<file path="config.mk">
export PLATFORM = sky130hd
export DESIGN_NAME = slos_ctrl
export DESIGN_NICKNAME = d
export VERILOG_FILES = /design/src/rtl/core/slos_pkg.sv /design/src/rtl/core/slos_ctrl.sv
export SDC_FILE = /design/constraint.sdc
export NUM_CORES = 1
export LEC_CHECK = 0
export BUFFER_PORTS_ARGS = -buffer_cell sky130_fd_sc_hd__buf_4
export CAP_MARGIN = 20
export CORE_MARGIN = 3
export CORE_UTILIZATION = 40
export DETAILED_ROUTE_END_ITERATION = 8
export GPL_TIMING_DRIVEN = 0
export RECOVER_POWER = 50
export SYNTH_ARGS = -nofsm -noshare
export SYNTH_HDL_FRONTEND = slang
export SYNTH_SLANG_ARGS = --single-unit
</file>
<file path="constraint.sdc">
create_clock -name clk -period 3.7 [get_ports clk]
set_clock_uncertainty 0.1 [all_clocks]
set_input_delay 0.74 -clock clk [delete_from_list [all_inputs] [get_ports clk]]
set_output_delay 0.74 -clock clk [all_outputs]
set_load 0.01 [all_outputs]
</file>
<file path="src/rtl/core/slos_pkg.sv">
// Shared types and constants for the segment line-of-sight block
`timescale 1ns / 1ps
package slos_pkg;

	// Default table depth and coordinate width
	localparam int DEF_MAX_CIRCLES = 16;
	localparam int DEF_COORD_BITS  = 16;

	// Fixed field widths
	localparam int CNT_W  = 5;
	localparam int IDX_W  = 4;
	localparam int SKIP_W = 5;

	// Projection parameter: 16 fraction bits plus the integer bit for 1.0
	localparam int FRAC_BITS = 16;
	localparam int U_W       = FRAC_BITS + 1;
	localparam int DIV_CNT_W = $clog2(FRAC_BITS);

	// Squaring works through the multiplier this many bits per cycle
	localparam int CHUNK_W = 16;

	// Radius squared is scaled by 2^(2*FRAC_BITS) to match the distance
	localparam int LIM_SHIFT = 2 * FRAC_BITS;

	// Item kinds
	localparam logic KIND_WRITE = 1'b0;
	localparam logic KIND_QUERY = 1'b1;

	// Commands from the controller to the datapath
	typedef struct packed {
		logic wr_tab;
		logic latch_seg;
		logic rd_tab;
		logic load_diff;
		logic load_prod;
		logic div_init;
		logic div_step;
		logic load_proj;
		logic load_dist;
		logic sq_step;
	} cmd_t;

	// Status from the datapath to the controller
	typedef struct packed {
		logic r_pos;
		logic need_div;
		logic sq_last;
		logic blocked;
	} sts_t;

endpackage

</file>
<file path="src/rtl/core/slos_ctrl.sv">
// Controller: item handshake, circle walk sequencer and result register
`timescale 1ns / 1ps
module slos_ctrl #(
	parameter int MAX_CIRCLES = slos_pkg::DEF_MAX_CIRCLES,
	parameter int AW          = (MAX_CIRCLES > 1) ? $clog2(MAX_CIRCLES) : 1
) (
	input  logic                        clk,
	input  logic                        arst_n,
	input  logic                        in_valid,
	output logic                        in_stall,
	input  logic                        kind,
	input  logic [slos_pkg::SKIP_W-1:0] skip_first,
	input  logic [slos_pkg::SKIP_W-1:0] skip_second,
	output logic                        out_valid,
	input  logic                        out_stall,
	output logic                        path_clear,
	input  logic                        cfg_we,
	input  logic [slos_pkg::CNT_W-1:0]  cfg_wdata,
	output slos_pkg::cmd_t              cmd,
	input  slos_pkg::sts_t              sts,
	output logic [AW-1:0]               rd_addr
);
	import slos_pkg::*;

	localparam int KW = $clog2(MAX_CIRCLES + 1);

	typedef enum logic [3:0] {
		S_IDLE, S_FETCH, S_DIFF, S_PROD, S_SETUP, S_DIV,
		S_SCALE, S_DIST, S_SQR, S_CMP, S_DONE
	} state_t;

	state_t              state_q;
	logic [CNT_W-1:0]    count_q;
	logic [KW-1:0]       k_q, n_q;
	logic [SKIP_W-1:0]   s1_q, s2_q;
	logic [DIV_CNT_W-1:0] dcnt_q;
	logic                res_q;
	logic                out_valid_q, path_clear_q;
	logic                skip_hit, in_xfer;

	assign in_stall  = (state_q != S_IDLE);
	assign in_xfer   = in_valid && !in_stall;
	assign out_valid = out_valid_q;
	assign path_clear = path_clear_q;
	assign rd_addr   = k_q[AW-1:0];

	assign skip_hit = (!s1_q[SKIP_W-1] && (8'(k_q) == 8'(s1_q[SKIP_W-2:0]))) ||
	                  (!s2_q[SKIP_W-1] && (8'(k_q) == 8'(s2_q[SKIP_W-2:0])));

	// Decode datapath commands from the state
	always_comb begin
		cmd           = '0;
		cmd.wr_tab    = in_xfer && (kind == KIND_WRITE);
		cmd.latch_seg = in_xfer && (kind == KIND_QUERY);
		cmd.rd_tab    = (state_q == S_FETCH);
		cmd.load_diff = (state_q == S_DIFF);
		cmd.load_prod = (state_q == S_PROD);
		cmd.div_init  = (state_q == S_SETUP);
		cmd.div_step  = (state_q == S_DIV);
		cmd.load_proj = (state_q == S_SCALE);
		cmd.load_dist = (state_q == S_DIST);
		cmd.sq_step   = (state_q == S_SQR);
	end

	// Circle count register
	always_ff @(posedge clk or negedge arst_n) begin
		if (!arst_n) begin
			count_q <= '0;
		end else if (cfg_we) begin
			count_q <= cfg_wdata;
		end
	end

	// Sequencer and result register
	always_ff @(posedge clk or negedge arst_n) begin
		if (!arst_n) begin
			state_q      <= S_IDLE;
			k_q          <= '0;
			n_q          <= '0;
			s1_q         <= '0;
			s2_q         <= '0;
			dcnt_q       <= '0;
			res_q        <= 1'b0;
			out_valid_q  <= 1'b0;
			path_clear_q <= 1'b0;
		end else begin
			// drop the result once it has been taken, unless a new one replaces it
			if (out_valid_q && !out_stall && state_q != S_DONE) begin
				out_valid_q <= 1'b0;
			end
			case (state_q)
				S_IDLE: begin
					if (in_xfer && kind == KIND_QUERY) begin
						k_q  <= '0;
						n_q  <= (8'(count_q) > 8'(MAX_CIRCLES)) ? KW'(MAX_CIRCLES)
						                                         : KW'(count_q);
						s1_q <= skip_first;
						s2_q <= skip_second;
						state_q <= S_FETCH;
					end
				end
				S_FETCH: begin
					if (k_q >= n_q) begin
						res_q   <= 1'b1;
						state_q <= S_DONE;
					end else if (skip_hit) begin
						k_q <= KW'(k_q + 1'b1);
					end else begin
						state_q <= S_DIFF;
					end
				end
				S_DIFF: begin
					state_q <= S_PROD;
				end
				S_PROD: begin
					// nonpositive radius never blocks
					if (!sts.r_pos) begin
						k_q     <= KW'(k_q + 1'b1);
						state_q <= S_FETCH;
					end else begin
						state_q <= S_SETUP;
					end
				end
				S_SETUP: begin
					dcnt_q  <= '0;
					state_q <= sts.need_div ? S_DIV : S_SCALE;
				end
				S_DIV: begin
					dcnt_q <= DIV_CNT_W'(dcnt_q + 1'b1);
					if (dcnt_q == DIV_CNT_W'(FRAC_BITS - 1)) begin
						state_q <= S_SCALE;
					end
				end
				S_SCALE: begin
					state_q <= S_DIST;
				end
				S_DIST: begin
					state_q <= S_SQR;
				end
				S_SQR: begin
					if (sts.sq_last) begin
						state_q <= S_CMP;
					end
				end
				S_CMP: begin
					if (sts.blocked) begin
						res_q   <= 1'b0;
						state_q <= S_DONE;
					end else begin
						k_q     <= KW'(k_q + 1'b1);
						state_q <= S_FETCH;
					end
				end
				S_DONE: begin
					// hold until the result register is free
					if (!out_valid_q || !out_stall) begin
						out_valid_q  <= 1'b1;
						path_clear_q <= res_q;
						state_q      <= S_IDLE;
					end
				end
				default: begin
					state_q <= S_IDLE;
				end
			endcase
		end
	end

	// A result only appears on leaving the done state
	a_out_from_done: assert property (@(posedge clk) disable iff (!arst_n)
		$rose(out_valid_q) |-> $past(state_q == S_DONE))
		else $error("result raised outside done state");

	// The walk never runs past the circles in use
	a_k_bound: assert property (@(posedge clk) disable iff (!arst_n)
		(state_q != S_IDLE && state_q != S_DONE) |-> (k_q <= n_q))
		else $error("circle index beyond count");

	// Division always leaves to the scaling step
	a_div_exit: assert property (@(posedge clk) disable iff (!arst_n)
		(state_q == S_DIV) |=> (state_q == S_DIV || state_q == S_SCALE))
		else $error("division left early");

	// A blocking circle ends the query with a blocked answer
	a_blocked: assert property (@(posedge clk) disable iff (!arst_n)
		(state_q == S_CMP && sts.blocked) |=> (state_q == S_DONE && !res_q))
		else $error("blocked circle not reported");

endmodule

</file>
### Word-level counts from Yosys, hierarchy flattened

Index checks and enable logic that the tools add are counted.

| operators by class | value |
|---|---|
| $add $sub $neg | 2 |
| multiply operators | 0 |
| div/mod/pow operators | 0 |
| $lt $le $gt $ge | 2 |
| equality and inequality tests | 25 |
| shift operators | 0 |
| multiplexer cells | 24 |
| bitwise logic cells | 1 |
| reduce and logical (&&, ||, !) cells | 24 |

Operators with widths:

| cell | count |
|---|---|
| case mux 4 bit (11 select lines) | 1 |
| 2-to-1 mux 5 bit | 6 |
| 2-to-1 mux 4 bit | 7 |
| case mux 5 bit (4 select lines) | 1 |
| == test 4 x 3 -> 1 bit (second input constant) | 4 |
| == test 4 bit (second input constant) | 4 |
| != test 2 bit (second input constant) | 6 |
| == test 5 x 4 -> 1 bit | 2 |
| == test 4 x 2 -> 1 bit (second input constant) | 2 |
| != test 2 x 1 -> 1 bit (second input constant) | 4 |
| case mux 4 bit (2 select lines) | 1 |
| nonzero test 4 bit | 2 |
| logical AND 1 bit | 7 |
| AND reduction 6 bit | 1 |
| adder 5 x 1 -> 5 bit (second input constant) | 1 |
| >= comparator 5 bit | 1 |
| > comparator 5 bit (second input constant) | 1 |
| zero test 1 bit | 5 |
| 2-to-1 mux 1 bit | 5 |
| AND reduction 5 bit | 1 |
| adder 4 x 1 -> 4 bit (second input constant) | 1 |
| == test 4 x 1 -> 1 bit (second input constant) | 1 |
| zero test 4 bit | 1 |
| != test 4 bit (second input constant) | 1 |
| other kinds (9) | 12 |

| storage, ports and cells | value |
|---|---|
| flip-flop bits (word level) | 36 |
| bits in latches | 0 |
| RAM bits | 0 |
| ROM bits | 0 |
| bits of input ports | 25 |
| output and inout bits | 17 |
| word-level logic and storage cells | 88 |
| memories | 0 |

### Depth between registers and ports, before layout

Gate-level depths: netlist (run 1).

| logic depth | value |
|---|---|
| word-level depth | 6 |
| depth in mapped cells | 8 |

### Worst setup path after synthesis (run 1)

OpenSTA, ideal clock, no wires.

| timing | value |
|---|---|
| path kind | flip-flop to output port |
| start | register state_q[1] |
| end | output cmd[8] in the netlist's numbering |
| arrival time | 1403 ps |
| setup slack | 1457 ps |
| stages on the path, launching flop included | 6 |
| cell sequence | dfrtp_1 > buf_2 > nor4_2 > nand3_1 > inv_2 > buf_2 |

RTL lines:

| element | RTL line | source |
|---|---|---|
| start: declaration | slos_ctrl.sv:32 | `state_t state_q;` |
| start signal: assignment | slos_ctrl.sv:126 | `state_q <= sts.need_div ? S_DIV : S_SCALE;` |
| end: declaration | slos_ctrl.sv:19 | `output slos_pkg::cmd_t cmd,` |

==> metrics.md, run 1 <==
| Metric | Value |
|---|---|
| Type of the worst min-delay path | `reg2reg` |
| Internal power | `1.10 mW` |
| Number of I/O port buffers | `41` |
| Hold Buf Count CTS | `0` |
| WHS Endpoint | `s1_q[4]` |
| Part of the power in the clock network | `between 10% and 20%` |
| Drt drc | `0` |
| Count of cell types in the netlist | `43` |
| Fin nets | `approximately 300` |
| Std cell rows | `25` |
| # Max-Cap Violations | `1` |
| Maximum operating frequency | `about 0.33 GHz` |
| Initial antenna violation count | `0` |
| CP Capture Type | `primary output` |
| Number of top-level pins | `42` |
| Number of gates resized after cts | `0` |
| Post-layout minimum cycle time | `between 2 and 3 ns` |
| Maximum level of the CTS H-tree | `2` |
| Pin count of the biggest net entering global routing | `37` |
| Effective utilization at floorplan | `a little over two fifths` |
| Max Fanout on Critical Path | `10` |
| Leak | `~1.2 nW` |
| Clock buffer depth | `2` |
| Share of post-route cells with drive strength above 1 | `25.4%` |
| Number of clock buffers inserted by TritonCTS | `5` |
| Core region area | `between 0.004 and 0.005 sq mm` |
| Top cell type's share of synthesized area | `approximately 45%` |
| Clk sink count | `36` |
| Total half-perimeter wirelength after legalization and detailed placement | `3330 um` |
| Remaining number of nets flagged by the antenna check after routing | `0` |
| Die footprint | `0.00592 sq mm` |
| R2R Setup Slk | `about 1.2 ns` |
| Post-CTS Setup Repair Bufs | `0` |
| Vias | `1702` |
| Final Hold Fails | `0` |
| DIE HEIGHT | `between 70 and 80 um` |
| Aggregate global routing overflow | `0` |
| Most common cell after layout, fill and taps aside | `sky130_fd_sc_hd__nand2_1` |
| Worst-margin pin slew | `1.93 ns` |
| Switching part of the total power | `about two fifths` |
| Post-DR wirelength/cell | `13.4 um` |
| Later-pin clock latency in the skew report | `between 0.2 and 0.3 ns` |
| Synthesized area divided by synthesized cell count | `8.98 sq um` |
| Net Switching | `735 uW` |
| Endpoint of the worst-slack reg-to-reg timing path | `k_q[0]` |
| Maximum VDD drop | `around 350 uV` |
| Clock tree from TritonCTS | `done` |
| Post-Syn Instances | `around 220` |
| Layout overhead on the synthesized area | `23.8%` |
| Total detailed-routing wirelength | `4530 um` |
| Share of total power in combinational logic | `around half` |
| Required arrival time at the worst endpoint | `between 2 and 3 ns` |
| Clock-pin slew reported for the worst setup and hold paths after clock tree synthesis | `~0.070 ns` |
| Power after layout | `roughly 1.8 mW` |
| Outcome | `finished, violations left` |
| Iter 0 DRT Violations | `approximately 90` |
| Count of antenna diodes in the layout | `0` |
| Final setup violating endpoints | `0` |
| Portion of total power attributed to sequential cells | `35.2%` |
| Sequential-to-total area share from yosys stat | `about 45%` |
| R2R Path Start | `k_q[0]` |
| Data arrival time of the worst path | `between 2 and 2.5 ns` |
| Number of cell instances on the worst register-to-register path | `8` |
| Final Slew Violations | `37` |
| Synthesized Nets | `~260` |
| Unrepaired setup endpoints after global routing | `false` |
| Leading area contributor after synthesis | `sky130_fd_sc_hd__dfrtp_1` |
| Clock Root Buffer | `sky130_fd_sc_hd__clkbuf_8` |
| Power density over cell area | `between 700 and 800 mW/mm^2` |
| Cell Area, Synth | `about 0.0020 sq mm` |
| Number of warning messages in the yosys log | `0` |
| Vias in the first global route | `about 1700` |
| Min-Delay Startpoint | `s1_q[4]` |
| Die width | `76.9 um` |
| Top cells by area in the synthesized netlist | `sky130_fd_sc_hd__dfrtp_1, sky130_fd_sc_hd__nand2_1, sky130_fd_sc_hd__ha_1` |
| Seq cells post-synth | `36` |
| Failing checks | `max-capacitance violations, max-slew violations` |
| Max_slew headroom | `-28.5%` |
| Total GRT Usage | `roughly 17%` |
| First-pass GRT wire length | `between 7000 and 8000 um` |
| Pre-antenna DRT Iters | `4` |
| Period Utilization, post-route | `approximately 81%` |
| Worst hold path depth | `2` |
| Classification of the worst setup path | `reg2out` |
| Setup TNS Final | `0 ns` |
| Global placer's final weighted congestion | `approximately 0.84` |
| DR vias/cell | `about 5.0` |
| Setup crit start kind | `flip-flop` |
| Most frequent cells in the layout | `sky130_fd_sc_hd__nand2_1, sky130_fd_sc_hd__buf_4, sky130_fd_sc_hd__dfrtp_1` |
-- worst max-delay path by stage --
stage | start | cells after the start | endpoint
finish | state_q[1] | 6 | cmd[8]
global route | state_q[1] | 6 | cmd[8]
CTS | state_q[1] | 6 | cmd[8]
detailed placement | state_q[1] | 6 | cmd[8]
global placement | state_q[1] | 6 | cmd[8]
floorplan | state_q[1] | 5 | cmd[8]
-- routing by layer --
layer | GRT usage (%) | routed length [um]
met1 | 23.5 | 2100
met2 | 25.1 | 2140
met3 | 4.11 | 229
met4 | 5.98 | 59
met5 | 0 | 0
-- cell usage after synthesis, drive strengths merged --
cell / instances
o21ai: 11
mux2: 7
nor3: 12
nor3b: 2
o22ai: 3
o21a: 1
o211ai: 2
nor4: 1
nor2: 11
o221ai: 1
or2: 2
dfrtp: 36
a22o: 3
clkinv: 1
nand2: 52
a21o: 2
inv: 11
or4: 1
a31oi: 2
buf: 7
ha: 7
a211oi: 3
a211o: 2
nand4: 3
a21oi: 8
xor2: 3
nor2b: 1
nand3: 4
nand2b: 5
xnor2: 6
mux2i: 2
clkbuf: 5
nand3b: 5
o2bb2ai: 1
and2: 1
-- logic make-up after synthesis --
group / Yosys count / share of synthesized area (%)
AND/OR/NAND/NOR: 100 / 23.5
AO/OA/AOI/OAI: 39 / 12.9
flip-flops: 36 / 44.8
buffers and inverters: 24 / 5.47
XOR/XNOR: 9 / 3.92
multiplexers: 9 / 5.10
adder cells (fa/ha/maj): 7 / 4.35
-- state kept, by name, indices dropped and copies added, names as in the netlist --
signal and flops:
count_q 5, dcnt_q 4, k_q 5, n_q 5, out_valid 1, path_clear 1
res_q 1, s1_q 5, s2_q 5, state_q 4
-- through the flow --
step	setup slack, ns	cell area [sq um]	hold WS (ns)	utilization, %	cells
after floorplan	1.46	2010	0.340	-	224
after global placement	1.14	2400	0.360	50.2	332
after detailed placement	1.11	2400	0.368	50.2	332
after CTS	0.776	2500	0.320	52.2	339
after global routing	0.459	2490	0.417	52.1	339
final	0.714	2490	0.386	52.1	339
-- area by class of cell --
cell class | instances | area, sq um
sequential | 36 | 901
multi-input combinational | 164 | 1000
fill | 485 | 2290
buffer | 12 | 62.6
tap | 67 | 83.8
clock buffer | 7 | 96.3
timing repair buffer | 41 | 300
inverter | 12 | 46.3
-- worst max-delay path, stage by stage, from the launching register on --
cell                       delay (ns)
sky130_fd_sc_hd__dfrtp_1         0.36
sky130_fd_sc_hd__clkbuf_1        0.23
sky130_fd_sc_hd__nor4_2          0.46
sky130_fd_sc_hd__nand3_1         0.22
sky130_fd_sc_hd__inv_2           0.19
sky130_fd_sc_hd__buf_2           0.24
sky130_fd_sc_hd__buf_4           0.15
-- power groups by stage --
stage | clock network (mW) | logic [mW] | registers, mW
2_1_floorplan | 0 | 0.646 | 0.625
6_report | 0.298 | 0.888 | 0.645
5_1_grt | 0.327 | 1.02 | 0.665
4_1_cts | 0.313 | 0.900 | 0.645
3_5_place_dp | 0 | 0.894 | 0.651
3_3_place_gp | 0 | 0.881 | 0.649
Note: power is estimated with default switching activity, not from simulation.
==> inputs of run 2 (changes only) <==
Clock period 3.7 ns to 3 ns, I/O delays scaled along.
==> metrics.md, run 2 (synthesis gave the netlist of run 1 again) <==
| Metric | Value |
|---|---|
| Outcome | `finished, violations left` |
| Failing checks | `max-capacitance violations, max-slew violations` |
| Pre-antenna DRT Iters | `4 (unchanged)` |
| Effective utilization at floorplan | `42.0% (unchanged)` |
| Max_slew headroom | `-28.5% (about the same)` |
| Std cell rows | `25 (unchanged)` |
| Area after detailed placement | `0.00240 sq mm (unchanged)` |
| Die footprint | `0.00592 sq mm (unchanged)` |
| M1 wire length | `2100 um (-0.14%)` |
| Most common cell after layout, fill and taps aside | `sky130_fd_sc_hd__nand2_1` |
| CP Capture Type | `primary output` |
| Area of the multi-input gates | `0.00100 sq mm (unchanged)` |
| Fin nets | `304 (unchanged)` |
| First-pass GRT wire length | `7940 um (unchanged)` |
| DR vias/cell | `5.02 (unchanged)` |
| Hold Buf Count CTS | `0 (unchanged)` |
| Most frequent cells in the layout | `sky130_fd_sc_hd__nand2_1, sky130_fd_sc_hd__buf_4, sky130_fd_sc_hd__dfrtp_1` |
| Number of cell instances on the worst register-to-register path | `8 (unchanged)` |
| Post-DR wirelength/cell | `13.3 um (about the same)` |
| Power density over cell area | `907 mW/mm^2 (+23%)` |
| Global placer's final weighted congestion | `0.836 (unchanged)` |
| Total met2 wirelength after detailed routing | `2140 um (about the same)` |
| Die width | `76.9 um (unchanged)` |
| Vias | `1702 (unchanged)` |
| Layout overhead on the synthesized area | `23.5%` |
| # Max-Cap Violations | `1 (unchanged)` |
| Classification of the worst setup path | `reg2out` |
| Leak | `1.20 nW (-0.40%)` |
| R2R Path Start | `k_q[0]` |
| First element of the critical path | `state_q[1]` |
| Number of top-level pins | `42 (unchanged)` |
| Total detailed-routing wirelength | `4520 um (about the same)` |
| Required arrival time at the worst endpoint | `2.30 ns (-0.56 ns)` |
| Iter 0 DRT Violations | `94 (+3.3%)` |
| Most frequent cell on the critical path | `sky130_fd_sc_hd__buf_2` |
| Final setup violating endpoints | `0 (unchanged)` |
| Share of post-route cells with drive strength above 1 | `25.0% (-0.37 points)` |
| Count of antenna diodes in the layout | `0 (unchanged)` |
| Post-Layout Inst Area | `0.00248 sq mm (-0.25%)` |
| Final Hold Fails | `0 (unchanged)` |
| Later-pin clock latency in the skew report | `0.28 ns (about the same)` |
| Unrepaired setup endpoints after global routing | `false` |
| Maximum level of the CTS H-tree | `2 (unchanged)` |
| Number of cells after detailed placement | `332 (unchanged)` |
| Final instance count without filler cells | `339 (unchanged)` |
| Post-CTS Setup Repair Bufs | `0 (unchanged)` |
| Worst hold path depth | `2 (unchanged)` |
| Register area | `901 sq um (unchanged)` |
| Core region area | `0.00479 sq mm (unchanged)` |
| Max Fanout on Critical Path | `10 (unchanged)` |
| DIE HEIGHT | `76.9 um (unchanged)` |
| Remaining number of nets flagged by the antenna check after routing | `0 (unchanged)` |
| Drt drc | `0 (unchanged)` |
| Min-Delay Startpoint | `s1_q[4]` |
| Aggregate global routing overflow | `0 (unchanged)` |
| Met3 WL post-DR | `229 um (unchanged)` |
| Period Utilization, post-route | `a little over 90%` |
| Vias in the first global route | `1678 (unchanged)` |
| Uppermost layer routed | `met4` |
| Data arrival time of the worst path | `2.05 ns (-0.10 ns)` |
| Number of I/O port buffers | `41 (unchanged)` |
| Initial antenna violation count | `0 (unchanged)` |
| Total GRT Usage | `16.8% (unchanged)` |
| Pin count of the biggest net entering global routing | `37 (unchanged)` |
| Clock-pin slew reported for the worst setup and hold paths after clock tree synthesis | `0.07 ns (about the same)` |
| Maximum operating frequency | `0.364 GHz` |
| Critical path's slowest cell | `sky130_fd_sc_hd__nor4_2` |
| Post-layout minimum cycle time | `between 2 and 3 ns` |
| Maximum VDD drop | `427 uV (+23%)` |
| Number of clock buffers inserted by TritonCTS | `5 (unchanged)` |
| Setup TNS Final | `0 ns (unchanged)` |
| Final Slew Violations | `37 (unchanged)` |
| Fill count | `487 (+0.41%)` |
| Type of the worst min-delay path | `reg2reg` |
| Number of gates resized after cts | `0 (unchanged)` |
| Total half-perimeter wirelength after legalization and detailed placement | `3330 um (unchanged)` |
| Clk sink count | `36 (unchanged)` |
| Setup crit start kind | `flip-flop` |
| Clock tree from TritonCTS | `done` |
| Worst-margin pin slew | `1.93 ns (+0.0000957 ns)` |
| List of cells traversed by the critical path | `buf_2 -> nor4_2 -> nand3_1 -> inv_2 -> buf_2 -> buf_4` |
| Clock buffer depth | `2 (unchanged)` |
| Clock Root Buffer | `sky130_fd_sc_hd__clkbuf_8` |
| Peak per-stage delay on the critical path | `0.42 ns (-0.04 ns)` |
[run 2: metrics by stage]
step | worst slack (ns) | hold WS, ns | total power [mW] | utilization [%]
finish | 0.250 | 0.386 | 2.25 | 51.9
global route | 0.0183 | 0.397 | 2.48 | 51.9
CTS | 0.216 | 0.180 | 2.29 | 52.2
detailed placement | 0.486 | 0.368 | 1.91 | 50.2
global placement | 0.500 | 0.360 | 1.89 | 50.2
floorplan | 0.853 | 0.204 | 1.57 | -
[run 2: critical path: cells and delay by family, from the launching register on]
family	cells	cell delay (ns)
DFF	1	0.35
buffers and inverters	4	0.76
and+or+nand+nor	2	0.64
[run 2: cell type report]
cell class                      count  area share (%)
Buffer                             12            2.57
Sequential cell                    36            36.3
Clock buffer                        7            3.88
Multi-Input combinational cell    164            40.3
Inverter                           12            1.86
Tap cell                           67            3.37
Timing Repair Buffer               41            11.8
[run 2: worst paths after layout]
kind                               to  slack (ns)
max                            cmd[8]        0.25
min                           s1_q[4]        0.39
max reg2reg                    k_q[0]        0.51
min reg2reg                   s1_q[4]        0.39
max in group asynchronous     s2_q[0]        0.95
min in group asynchronous  path_clear        0.74
[run 2: metal layers]
metal | up-vias | global-route usage [%]
met4 | 0 | 5.98
li1 | 855 | -
met5 | - | 0
met3 | 5 | 4.11
met1 | 807 | 23.5
met2 | 35 | 25.1
[run 2: where the power goes]
group / leakage (nW) / internal, mW / switching [mW]
Clock: 0.0503 / 0.204 / 0.163
Sequential: 0.450 / 0.657 / 0.137
Combinational: 0.697 / 0.486 / 0.605
==> inputs of run 3 (changes only) <==
Settings changed: RECOVER_POWER 50 to not set, REMOVE_ABC_BUFFERS set to 1.
==> metrics.md, run 3 (synthesis gave the netlist of run 1 again) <==
| Metric | Value |
|---|---|
| Worst-margin pin slew | `0.637 ns (-1.29 ns)` |
| Period Utilization, post-route | `94.1% (+2.4 points)` |
| First-pass GRT wire length | `7260 um (-8.5%)` |
| Pin count of the biggest net entering global routing | `37 (unchanged)` |
| Area of the multi-input gates | `0.00101 sq mm (+1.4%)` |
| Clk sink count | `36 (unchanged)` |
| Post-DR wirelength/cell | `12.9 um (-3.5%)` |
| Layout overhead on the synthesized area | `22.6%` |
| Pre-antenna DRT Iters | `4 (unchanged)` |
| Final Hold Fails | `0 (unchanged)` |
| Vias in the first global route | `1513 (-9.8%)` |
| Effective utilization at floorplan | `42.0% (unchanged)` |
| Drt drc | `0 (unchanged)` |
| Number of top-level pins | `42 (unchanged)` |
| Unrepaired setup endpoints after global routing | `false` |
| Area after detailed placement | `0.00234 sq mm (-2.7%)` |
| Required arrival time at the worst endpoint | `2.30 ns (about the same)` |
| Number of gates resized after cts | `2 (+2)` |
| Clock buffer depth | `2 (unchanged)` |
| Final Slew Violations | `0 (-100%)` |
| Iter 0 DRT Violations | `63 (-33%)` |
| CP Capture Type | `primary output` |
| Later-pin clock latency in the skew report | `0.29 ns (about the same)` |
| Total GRT Usage | `15.3% (-1.5 points)` |
| Maximum VDD drop | `494 uV (+16%)` |
| Maximum operating frequency | `0.354 GHz (-2.6%)` |
| Clock-pin slew reported for the worst setup and hold paths after clock tree synthesis | `0.07 ns (about the same)` |
| Remaining number of nets flagged by the antenna check after routing | `0 (unchanged)` |
| Fin nets | `292 (-3.9%)` |
| Power after layout | `2.26 mW (+0.40%)` |
| R2R Setup Slk | `0.51 ns (about the same)` |
| Final core occ | `51.6% (-0.37 points)` |
| Peak per-stage delay on the critical path | `0.61 ns (+0.19 ns)` |
| Hold Buf Count CTS | `0 (unchanged)` |
| Initial antenna violation count | `0 (unchanged)` |
| Final setup violating endpoints | `0 (unchanged)` |
| Max_slew headroom | `57.5% (+86 points)` |
| Die width | `76.9 um (unchanged)` |
| Classification of the worst setup path | `reg2out` |
| Total half-perimeter wirelength after legalization and detailed placement | `3060 um (-8.0%)` |
| List of cells traversed by the critical path | `nor4_4 -> nand3_2 -> inv_4 -> buf_4` |
| Core region area | `0.00479 sq mm (unchanged)` |
| Post-Layout Inst Area | `0.00247 sq mm (-0.70%)` |
| Most common cell after layout, fill and taps aside | `sky130_fd_sc_hd__nand2_1` |
| WP buf/inv | `2 (-2)` |
| DIE HEIGHT | `76.9 um (unchanged)` |
| # Max-Cap Violations | `0 (-1)` |
| Number of clock buffers inserted by TritonCTS | `5 (unchanged)` |
| Setup TNS Final | `0 ns (unchanged)` |
| Die footprint | `0.00592 sq mm (unchanged)` |
| Clock Root Buffer | `sky130_fd_sc_hd__clkbuf_8` |
| Post-CTS Setup Repair Bufs | `0 (unchanged)` |
| Max Fanout on Critical Path | `19 (+9)` |
| Aggregate global routing overflow | `0 (unchanged)` |
| Register area | `901 sq um (unchanged)` |
| Vias | `1636 (-3.9%)` |
| Post-layout minimum cycle time | `2.82 ns (+0.0720 ns)` |
| Setup crit start kind | `flip-flop` |
| Hold Worst Slack | `0.156 ns (-0.231 ns)` |
| Global placer's final weighted congestion | `0.808 (-3.4%)` |
| Power density over cell area | `917 mW/mm^2 (+1.1%)` |
| Total detailed-routing wirelength | `4220 um (-6.7%)` |
| Share of post-route cells with drive strength above 1 | `25.7% (+0.67 points)` |
| Number of I/O port buffers | `41 (unchanged)` |
| Count of antenna diodes in the layout | `0 (unchanged)` |
| DR vias/cell | `4.99 (-0.65%)` |
| Critical path's slowest cell | `sky130_fd_sc_hd__dfrtp_1` |
| Endpoint of the worst-slack reg-to-reg timing path | `k_q[0]` |
| Most frequent cells in the layout | `sky130_fd_sc_hd__nand2_1, sky130_fd_sc_hd__buf_4, sky130_fd_sc_hd__dfrtp_1` |
| Outcome | `finished clean` |
| Number of cell instances on the worst register-to-register path | `8 (unchanged)` |
| Clock tree from TritonCTS | `done` |
| R2R Path Start | `k_q[0]` |
| Type of the worst min-delay path | `in2async` |
| Cell class contributing the biggest share of worst-path delay | `simple AND/OR/NAND/NOR gates` |
| Maximum level of the CTS H-tree | `2 (unchanged)` |
| Leak | `1.18 nW (-1.7%)` |
| Data arrival time of the worst path | `2.12 ns (+0.07 ns)` |
| Std cell rows | `25 (unchanged)` |
| Fill count | `481 (-1.2%)` |
run 3: area by class of cell:
cell class                 instances  area share [%]
timing repair buffer              41            12.5
tap                               67            3.40
clock buffer                       5            2.79
multi-input combinational        164            41.1
clock inverter                     3            1.72
inverter                          12            1.98
sequential                        36            36.5
run 3: worst reg2reg max path: cells and delay by family (launching register included):
kind	cells	cell delay (ns)
adders and majority gates	1	0.29
AOI/OAI and AO/OA	4	0.94
muxes	1	0.30
and+or+nand+nor	1	0.14
DFF	1	0.55
buffers and inverters	1	0.08
run 3: how the worst max path moves through the flow:
stage | start | end | depth (start not counted)
global route | state_q[1] | cmd[8] | 4
detailed placement | state_q[1] | cmd[8] | 4
global placement | state_q[1] | cmd[8] | 4
floorplan | state_q[1] | cmd[8] | 3
CTS | state_q[1] | cmd[8] | 4
finish | state_q[1] | cmd[8] | 4
run 3: report_power, final:
group,internal (mW),switching [mW],total [mW]
Combinational,0.463,0.503,0.966
Clock,0.246,0.176,0.422
Sequential,0.655,0.219,0.874
run 3: metal layers:
layer  global-route usage, %  vias up  wire length, um
met3                    3.52        8              146
met4                    5.80        0               63
li1                        -      842                -
met5                       0        -                0
met2                    23.1       26             1960
met1                    21.2      760             2060
run 3: metrics by stage:
step / setup WS, ns / cells
global placement: 0.0946 / 320
detailed placement: 0.0700 / 320
CTS: 0.0439 / 328
finish: 0.178 / 328
floorplan: 0.726 / 212
global route: 0.0161 / 328
